--- src/rtl/rbt_pkg.sv ---
// Shared types and constants for the record byte transposer.
// Used by every module of the block; depends on nothing else.
`timescale 1ns / 1ps

package rbt_pkg;

   localparam int DATA_W          = 8;
   localparam int RS_W            = 7;
   localparam int CSR_IDX_W       = 1;
   localparam int CSR_DATA_W      = 7;
   localparam int BLOCK_BYTES_DEF = 4096;
   localparam int QUEUE_DEPTH     = 4;

   typedef enum logic [CSR_IDX_W-1:0] {
      REG_DIRECTION   = 1'b0,
      REG_RECORD_SIZE = 1'b1
   } csr_reg_type;

   localparam logic OP_LOAD         = 1'b0;
   localparam logic OP_DRAIN        = 1'b1;
   localparam logic DIR_FORWARD     = 1'b0;
   localparam logic DIR_REVERSE     = 1'b1;
   localparam logic STATUS_OK       = 1'b0;
   localparam logic STATUS_BAD_SIZE = 1'b1;

   typedef struct packed {
      logic              op;
      logic [DATA_W-1:0] data_in;
      logic              last_in;
   } req_type;

   typedef struct packed {
      logic [DATA_W-1:0] data_out;
      logic              last_out;
      logic              status;
   } rsp_type;

   typedef enum logic [1:0] {
      CMD_LOAD,
      CMD_CLOSE,
      CMD_DRAIN
   } cmd_kind_type;

   typedef struct packed {
      cmd_kind_type      kind;
      logic [DATA_W-1:0] data;
   } cmd_type;

endpackage

--- src/rtl/rbt_front.sv ---
// Front end of the transposer: accepts request transactions, classifies them
// and holds them in a short command queue. Depends on rbt_pkg.
`timescale 1ns / 1ps

module rbt_front (
   input  logic             clock,
   input  logic             reset,
   input  logic             req_valid,
   output logic             req_ready,
   input  rbt_pkg::req_type req_data,
   output logic             cmd_valid,
   output rbt_pkg::cmd_type cmd,
   input  logic             cmd_pop
);
   import rbt_pkg::*;

   localparam int AW = $clog2(QUEUE_DEPTH);
   localparam int CW = $clog2(QUEUE_DEPTH + 1);

   cmd_type         queue_ff [QUEUE_DEPTH];
   logic [AW-1:0]   wr_ptr_ff, wr_ptr_in;
   logic [AW-1:0]   rd_ptr_ff, rd_ptr_in;
   logic [CW-1:0]   count_ff, count_in;
   cmd_type         new_cmd;
   logic            push;

   assign req_ready = (count_ff != CW'(QUEUE_DEPTH));
   assign push      = req_valid && req_ready;
   assign cmd_valid = (count_ff != '0);
   assign cmd       = queue_ff[rd_ptr_ff];

   always_comb begin
      new_cmd.data = req_data.data_in;
      case (req_data.op)
         OP_LOAD:  new_cmd.kind = req_data.last_in ? CMD_CLOSE : CMD_LOAD;
         OP_DRAIN: new_cmd.kind = CMD_DRAIN;
         default:  new_cmd.kind = CMD_DRAIN;
      endcase
   end

   always_comb begin
      wr_ptr_in = push ? wr_ptr_ff + AW'(1) : wr_ptr_ff;
      rd_ptr_in = cmd_pop ? rd_ptr_ff + AW'(1) : rd_ptr_ff;
      count_in  = count_ff + CW'(push) - CW'(cmd_pop);
   end

   always_ff @(posedge clock) begin
      if (reset) begin
         wr_ptr_ff <= '0;
         rd_ptr_ff <= '0;
         count_ff  <= '0;
      end else begin
         wr_ptr_ff <= wr_ptr_in;
         rd_ptr_ff <= rd_ptr_in;
         count_ff  <= count_in;
      end
   end

   always_ff @(posedge clock) begin
      if (push) begin
         queue_ff[wr_ptr_ff] <= new_cmd;
      end
   end

   a_pop_nonempty: assert property (@(posedge clock) disable iff (reset)
      cmd_pop |-> count_ff != '0)
      else $error("command popped from an empty queue");

   a_count_bound: assert property (@(posedge clock) disable iff (reset)
      count_ff <= CW'(QUEUE_DEPTH))
      else $error("queue fill count out of range");

   a_ptr_match: assert property (@(posedge clock) disable iff (reset)
      (wr_ptr_ff - rd_ptr_ff) == count_ff[AW-1:0])
      else $error("queue pointers disagree with fill count");

endmodule

--- config.mk ---
export PLATFORM = sky130hd
export DESIGN_NAME = rbt_front
export DESIGN_NICKNAME = d
export VERILOG_FILES = /design/src/rtl/rbt_pkg.sv /design/src/rtl/rbt_front.sv
export SDC_FILE = /design/constraint.sdc
export NUM_CORES = 1
export LEC_CHECK = 0
export ABC_AREA = 1
export BUFFER_PORTS_ARGS = -buffer_cell sky130_fd_sc_hd__buf_4
export CAP_MARGIN = 40
export CORE_MARGIN = 2
export CORE_UTILIZATION = 40
export DETAILED_ROUTE_END_ITERATION = 7
export GPL_ROUTABILITY_DRIVEN = 0
export GPL_TIMING_DRIVEN = 0
export SLEW_MARGIN = 20
export SYNTH_ARGS = -nofsm -noshare
export SYNTH_HDL_FRONTEND = slang
export SYNTH_SLANG_ARGS = --single-unit
--- constraint.sdc ---
create_clock -name clock -period 3 [get_ports clock]
set_input_delay 0.6 -clock clock [delete_from_list [all_inputs] [get_ports clock]]
set_output_delay 0.6 -clock clock [all_outputs]
set_load 0.03 [all_outputs]
==> results.cfg, run 1 <==
[flow_run]
max_cap_viol_count = 0

[critical_path]
startpoint_type = register
cp.required_ns = 2.40
critical_path_class = register to output pin
timing.rr.start = count_ff[1]
cp_max_fo = 10
end_kind = output pin
arrival_ns = 1.42

[timing]
finalSetupViolations = 0
setup_tns_ns = 0
maxSlewViolCount = 0
clock.fmax_ghz = 0.494
finalWorstSetupSlack_ns = 0.977
fin_skew_ns = 0.00789
hold_violations = 0
maxSlewHeadroom_pct = 57.5
fin_crit_sh_pct = 67.4
rsz0062_at_grt = no
holdWs_ns = 0.448
min_period_ns = 2.02
tightestPinTransition_ns = 0.635

[route]
wl_met1_um = 1620
viasPerCell = 5.21
route.met2.wl_um = 2030
wirelength_um = 3920
routedWlPerCell_um = 15.7
drc = 0
dr.max_layer_used = met4
route.met3.wl_um = 248
drtIter0Drc = 79
antenna_left = 0
first_pass_iters = 4
vias = 1302

[final_layout]
utilization_pct = 49.8
fillerInstances = 419
design_area_um2 = 2340
final_cell_mix = 40 x edfxtp_1, 32 x nor2_1, 30 x buf_4
multiInputGateArea_um2 = 468
diodes = 0
layout-drive-gt1-share_pct = 22.4
seq_area_um2 = 1380
final_common_cell = edfxtp_1
layoutNonFillerInstCount = 250
nets = 216
syn_to_final_growth_pct = 20.4

[cts]
cts_tree = yes
cts_root_buf = clkbuf_8
cts_resized = 0
clock_latency_ns = 0.30
post_cts_buffers = 0
cts_sinks = 49
cts_max_level = 2
cts_inserted_buffers = 5
path_clk_slew_ns = 0.09
cts-hold-fix-buffers = 0
cts.path.max_buffers = 2

[synth]
synth_fp_nets = 180
ys_async_sr_fraction_pct = 0
ys_types = 18
synth_cells = 159
synth-seq-cells = 49
synth_area_um2 = 1940
ys_seq_area_share_pct = 71.2
synth_edf_count = 40
synth_warnings = 0
synth.avg_cell_area_um2 = 12.2
synth_flop_cell = edfxtp_1

[global_route]
grt_pass1_wl_um = 6170
grt_pass1_vias = 1313
grt_overflow = 0
antenna_found_initial = 0
grt_max_degree = 16
track_usage_pct = 15.9

[die]
start_util_pct = 41.4
die_w_um = 73.7
fp.dieArea_um2 = 5420
rows = 25
ioPinCount = 26
core_um2 = 4690
die_y_um = 73.7

[pwr]
finalPower_mw = 1.76
power.leakage_nw = 0.918
p_per_area_nw_per_um2 = 752
ir_worst_vdd_uv = 456

[placed_design]
port_buffers = 25
pre_cts_ws_ns = 0.881
dp.cells = 242
dp_hpwl_um = 2720
placed_area_um2 = 2230

[worst_hold_path]
worst_hold_path_type = register to register
hp-start = rd_ptr_ff[1]

[run_status]
outcome = finished, final reports clean
## sequential cells by signal, summed over array words and instances (netlist names), named ones only
| register | flops |
|---|---|
| rd_ptr_ff | 2 |
| count_ff | 3 |
| wr_ptr_ff | 2 |
| queue_ff | 40 |
## per-layer routing
metal,up-vias,track usage (%)
met4,0,4.24
met2,39,26.8
met3,2,5.62
met1,636,19.5
li1,625,-
met5,-,0
## kinds of logic after synthesis
| logic type | count (synthesis) | share of synthesized area, % |
|---|---|---|
| simple gates | 44 | 8.90 |
| fa+ha+maj | 7 | 4.90 |
| buf+inv | 22 | 4.71 |
| compound gates | 37 | 10.3 |
| flops | 49 | 71.2 |
## cell type report
type                    instances  area share (%)
flip-flops and latches         49            59.1
clock buffers                   6            3.10
repair buffers                 29            9.31
plain buffers                   5            1.18
inverters                      17            2.73
clock inverters                 2            1.66
well taps                      54            2.89
multi-input cells              88            20.0
## critical path, stage by stage, from the launching register on
cell and delay, ns:
dfxtp_1 0.34, inv_2 0.05, buf_2 0.25, nor2_1 0.07, o22ai_1 0.21, buf_4 0.20
## report_power, final
part	internal [mW]	switching, mW
sequential	0.830	0.0391
clock	0.250	0.214
combinational	0.153	0.273
## synthesized netlist by cell type, types with 2 or more instances
cell type  count  area [um^2]
nand2_1        8         30.0
a21oi_1        3         15.0
inv_1         16         60.1
dfxtp_1        9          180
ha_1           6         75.1
nand3_1        2         10.0
nor2_1        32          120
o21ai_1       10         50.1
o21ai_0       13         65.1
buf_2          4         20.0
edfxtp_1      40         1200
o22ai_1       10         62.6
## final timing paths
check	cells after the start	slack, ns	end
setup / recovery	5	0.98	cmd[5]
hold reg to reg	1	0.45	register
setup reg to reg	10	0.99	count_ff[2]
hold / removal	1	0.45	register
(Power assumes the default switching activity.)
==> inputs of run 2 (changes only) <==
==> constraint.sdc (replaced) <==
create_clock -name clock -period 1.8 [get_ports clock]
set_input_delay 0.36 -clock clock [delete_from_list [all_inputs] [get_ports clock]]
set_output_delay 0.36 -clock clock [all_outputs]
set_load 0.03 [all_outputs]
==> run 2 against run 1 <==
  * Worst setup slack got worse by 0.94 ns
  * Largest power group unchanged
  * Non-clock buffer count increased by 3
  * Count of clock-buffer cells in the layout fell by 1
  * Largest cell class unchanged
==> results.cfg, run 2 (synthesis results as in run 1) <==
[final_layout]
seq_area_um2 = 1390
final_common_cell = edfxtp_1
largest_reg_flops = 40
fillerInstances = 404
top_register = queue_ff
final_cell_mix = 40 x edfxtp_1, 34 x buf_4, 32 x nor2_1
design_area_um2 = 2450
layout-drive-gt1-share_pct = 30.5
nets = 220
syn_to_final_growth_pct = 26.4
diodes = 0
multiInputGateArea_um2 = 517
top_regs = queue_ff (40), count_ff (3)

[critical_path]
arrival_ns = 1.96
cp_top_family = adder cells
cp.required_ns = 2.00
startpoint_type = register
critPathSlowestCell = fa_2
critical_path_class = register to register
critPathMaxStageDelay_ns = 0.39
cp_max_fo = 2
end_kind = register
critPathBufInv = 2
crit_chain = nor2_4, nand2_4, nand2_4, ha_4, inv_4, ha_4, inv_2, fa_2, o21ai_2, nor2_1

[route]
viasPerCell = 4.96
routedWlPerCell_um = 15.2
drc = 0
drtIter0Drc = 104
wirelength_um = 3860
vias = 1259
antenna_left = 0
first_pass_iters = 4

[timing]
finalSetupViolations = 0
clock.fmax_ghz = 0.569
holdWs_ns = 0.217
fin_skew_ns = 0.00731
hold_violations = 0
rsz0062_at_grt = yes
min_period_ns = 1.76
maxSlewHeadroom_pct = 69.5
fin_crit_sh_pct = 97.7
maxSlewViolCount = 0
tightestPinTransition_ns = 0.456

[pwr]
sw_frac_of_total_pct = 30.4
pwr-share-comb_pct = 27.0
power_frac_seq_pct = 47.7
power.leakage_nw = 0.944
internal_power_mw = 2.14
ir_worst_vdd_uv = 601
p_per_area_nw_per_um2 = 1250
p_clk_share_pct = 25.3
switchingPower_uw = 937

[die]
fp.dieArea_um2 = 5420
die_y_um = 73.7
rows = 25
ioPinCount = 26
start_util_pct = 41.4
die_w_um = 73.7
core_um2 = 4690

[global_route]
grt_max_degree = 17
track_usage_pct = 15.4
grt_overflow = 0
grt_pass1_vias = 1261
grt_pass1_wl_um = 5930
antenna_found_initial = 0

[cts]
cts_inserted_buffers = 5
cts_tree = yes
cts.path.max_buffers = 2
cts-hold-fix-buffers = 0
cts_sinks = 49
clock_latency_ns = 0.30
cts_max_level = 2
path_clk_slew_ns = 0.09
cts_root_buf = clkbuf_8

[flow_run]
max_cap_viol_count = 0

[worst_hold_path]
worst_hold_path_type = primary input to register

[placed_design]
placed_area_um2 = 2240
port_buffers = 25
dp_hpwl_um = 2600

[run_status]
outcome = finished, final reports clean
## run 2: metal layers
| layer | global-route usage, % | wire length [um] |
|---|---|---|
| met1 | 17.5 | 1640 |
| met2 | 26.7 | 1990 |
| met3 | 5.21 | 157 |
| met4 | 6.06 | 78 |
| met5 | 0 | 0 |
## run 2: what timing repair did
action | 4_1_cts | 5_1_grt
pin swaps | 4 | 4
cloned | 0 | 1
resized for setup | 4 | 22
setup endpoints to repair | 2 | 11
buffers inserted | 3 | 0
## run 2: worst paths after layout
path / startpoint / endpoint / slack, ns / cells past startpoint
hold reg to reg: rd_ptr_ff[1] / register / 0.45 / 1
setup reg to reg: count_ff[0] / count_ff[2] / 0.04 / 10
hold / removal: reset / count_ff[1] / 0.22 / 2
setup / recovery: count_ff[0] / count_ff[2] / 0.04 / 10
## run 2: power by group through the flow
stage                     clock (mW)  combinational [mW]  sequential (mW)
after floorplan                    0               0.466             1.47
after global placement             0               0.679             1.48
after detailed placement           0               0.732             1.49
after CTS                      0.804               0.787             1.46
after global routing           0.848               0.905             1.48
final                          0.779               0.831             1.47
## run 2: final cells by class
cell class / count / share of cell area [%]
repair inverters: 1 / 0.306
clock buffers: 5 / 2.80
plain buffers: 5 / 1.84
well taps: 54 / 2.75
multi-input cells: 88 / 21.1
flip-flops and latches: 49 / 56.7
repair buffers: 32 / 9.79
inverters: 17 / 2.86
clock inverters: 3 / 1.89
## run 2: per-stage QoR
step	utilization, %	worst slack [ns]	total power [mW]	std cells	setup TNS [ns]
floorplan	-	0.0101	1.94	159	0
global placement	47.1	-0.00113	2.16	238	-0.00113
detailed placement	47.7	-0.0735	2.22	242	-0.0742
CTS	50.9	0.0178	3.05	253	0
global route	52.3	-0.0217	3.23	254	-0.0217
finish	52.3	0.0412	3.08	254	0
==> inputs of run 3 (changes only) <==
--- a/config.mk
+++ b/config.mk
@@ -10,9 +10,11 @@
 export CAP_MARGIN = 40
 export CORE_MARGIN = 2
 export CORE_UTILIZATION = 40
+export CTS_CLUSTER_SIZE = 8
 export DETAILED_ROUTE_END_ITERATION = 7
 export GPL_ROUTABILITY_DRIVEN = 0
 export GPL_TIMING_DRIVEN = 0
+export PLACE_DENSITY = 0.64
 export SLEW_MARGIN = 20
 export SYNTH_ARGS = -nofsm -noshare
 export SYNTH_HDL_FRONTEND = slang
==> run 3 against run 2 <==
  * Combinational power fell by 0.6%
  * Critical path type unchanged
  * Via count is 2.1% higher
  * Core utilization fell by 0.29 points
  * Critical path depth fell by 1
==> results.cfg, run 3 (synthesis results as in run 1) <==
[global_route]
grt_pass1_wl_um = 5980
grt_overflow = 0
grt_pass1_vias = 1265
track_usage_pct = 15.4
grt_max_degree = 16
antenna_found_initial = 0

[critical_path]
arrival_ns = 1.95
cp_max_fo = 3
rrSetupSlack_ns = 0.05
startpoint_type = register
end_kind = register
critPathMaxStageDelay_ns = 0.55
r2r_end = count_ff[1]
r2r_cells = 9
timing.rr.start = count_ff[1]
crit_chain = nor2_4, nand2_4, nand2_4, ha_4, inv_2, ha_4, inv_2, fa_2, nor2_1
cp_top_family = adder cells
cp.required_ns = 2.00
critPathBufInv = 2
critPathSlowestCell = fa_2
critical_path_class = register to register

[die]
die_y_um = 73.7
ioPinCount = 26
fp.dieArea_um2 = 5420
die_w_um = 73.7
core_um2 = 4690
start_util_pct = 41.4
rows = 25

[placed_design]
dp_hpwl_um = 2610
port_buffers = 25
placed_area_um2 = 2240

[timing]
clock.fmax_ghz = 0.573
setup_tns_ns = 0
maxSlewHeadroom_pct = 78.8
tightestPinTransition_ns = 0.318
finalSetupViolations = 0
min_period_ns = 1.75
maxSlewViolCount = 0
rsz0062_at_grt = yes
fin_crit_sh_pct = 97.0
fin_skew_ns = 0.00751
hold_violations = 0

[worst_hold_path]
whs_path_depth = 2
min_to = count_ff[0]
hp-start = reset
worst_hold_path_type = primary input to register

[final_layout]
final_cell_mix = 40 x edfxtp_1, 35 x buf_4, 31 x nor2_1
nets = 221
design_area_um2 = 2440
layout-drive-gt1-share_pct = 29.9
final_common_cell = edfxtp_1
top_register = queue_ff
utilization_pct = 52.0
syn_to_final_growth_pct = 25.7
diodes = 0
fillerInstances = 422
top_regs = queue_ff (40), count_ff (3)
largest_reg_flops = 40

[cts]
cts_root_buf = clkbuf_8
cts-hold-fix-buffers = 0
cts_tree = yes
cts_max_level = 2
cts_sinks = 49
clock_latency_ns = 0.30
cts_inserted_buffers = 5
path_clk_slew_ns = 0.08
cts.path.max_buffers = 2

[route]
viasPerCell = 5.04
drtIter0Drc = 62
vias = 1286
antenna_left = 0
first_pass_iters = 5
routedWlPerCell_um = 15.0
drc = 0
wirelength_um = 3830

[pwr]
p_per_area_nw_per_um2 = 1250
power.leakage_nw = 0.950
ir_worst_vdd_uv = 670

[flow_run]
max_cap_viol_count = 0

[run_status]
outcome = finished, final reports clean
[run 3: changes by cell type in the layout (fill, tap and decap cells not counted), sizes merged]
cell      change
buf           -1
inv           +1
clkinvlp      -2
clkbuf        +3
[run 3: power breakdown]
part	internal (mW)	total (mW)	switching, mW
Sequential	1.39	1.46	0.0725
Combinational	0.337	0.826	0.489
Clock	0.409	0.755	0.346
Total	2.14	3.05	0.908
[run 3: worst max path at each step]
stage                        endpoint  depth (start not counted)         from  slack, ns
after floorplan           count_ff[2]                         10  count_ff[0]       0.01
after global placement    count_ff[2]                         10  count_ff[0]      0.002
after detailed placement  count_ff[2]                         10  count_ff[0]      -0.05
after CTS                 count_ff[2]                         10  count_ff[1]      0.003
after global routing      count_ff[1]                          9  count_ff[1]      -0.02
final                     count_ff[1]                          9  count_ff[1]       0.05
[run 3: per-layer routing]
metal / global-route usage (%) / vias up / part of all wire [%]
met5: 0 / - / 0
met4: 6.67 / 0 / 1.7
met3: 3.02 / 7 / 3.4
met2: 27.5 / 25 / 53
met1: 17.9 / 619 / 42
li1: - / 635 / -
[run 3: layout make-up]
class / instances / area [um^2] / share of cell area [%]
buffer: 5 / 37.5 / 1.54
clock buffer: 5 / 68.8 / 2.82
clock inverter: 3 / 41.3 / 1.69
inverter: 17 / 63.8 / 2.62
multi-input combinational: 88 / 519 / 21.3
sequential: 49 / 1390 / 56.8
tap: 54 / 67.6 / 2.77
timing repair buffer: 34 / 255 / 10.5
[run 3: per-stage QoR]
step	hold WS [ns]	total power, mW	cells	worst slack (ns)
6_report	0.213	3.05	255	0.0543
3_3_place_gp	0.427	2.16	238	0.00168
3_5_place_dp	0.430	2.21	242	-0.0546
4_1_cts	0.206	2.97	250	0.00277
2_1_floorplan	0.412	1.94	159	0.0101
5_1_grt	0.218	3.21	255	-0.0223
[run 3: repair_timing]
item | CTS | global route
pin swaps | 0 | 5
cloned | 0 | 0
gates resized for setup | 3 | 14
hold endpoints to repair | 0 | 0
setup endpoints to repair | 1 | 6
buffers inserted | 0 | 5
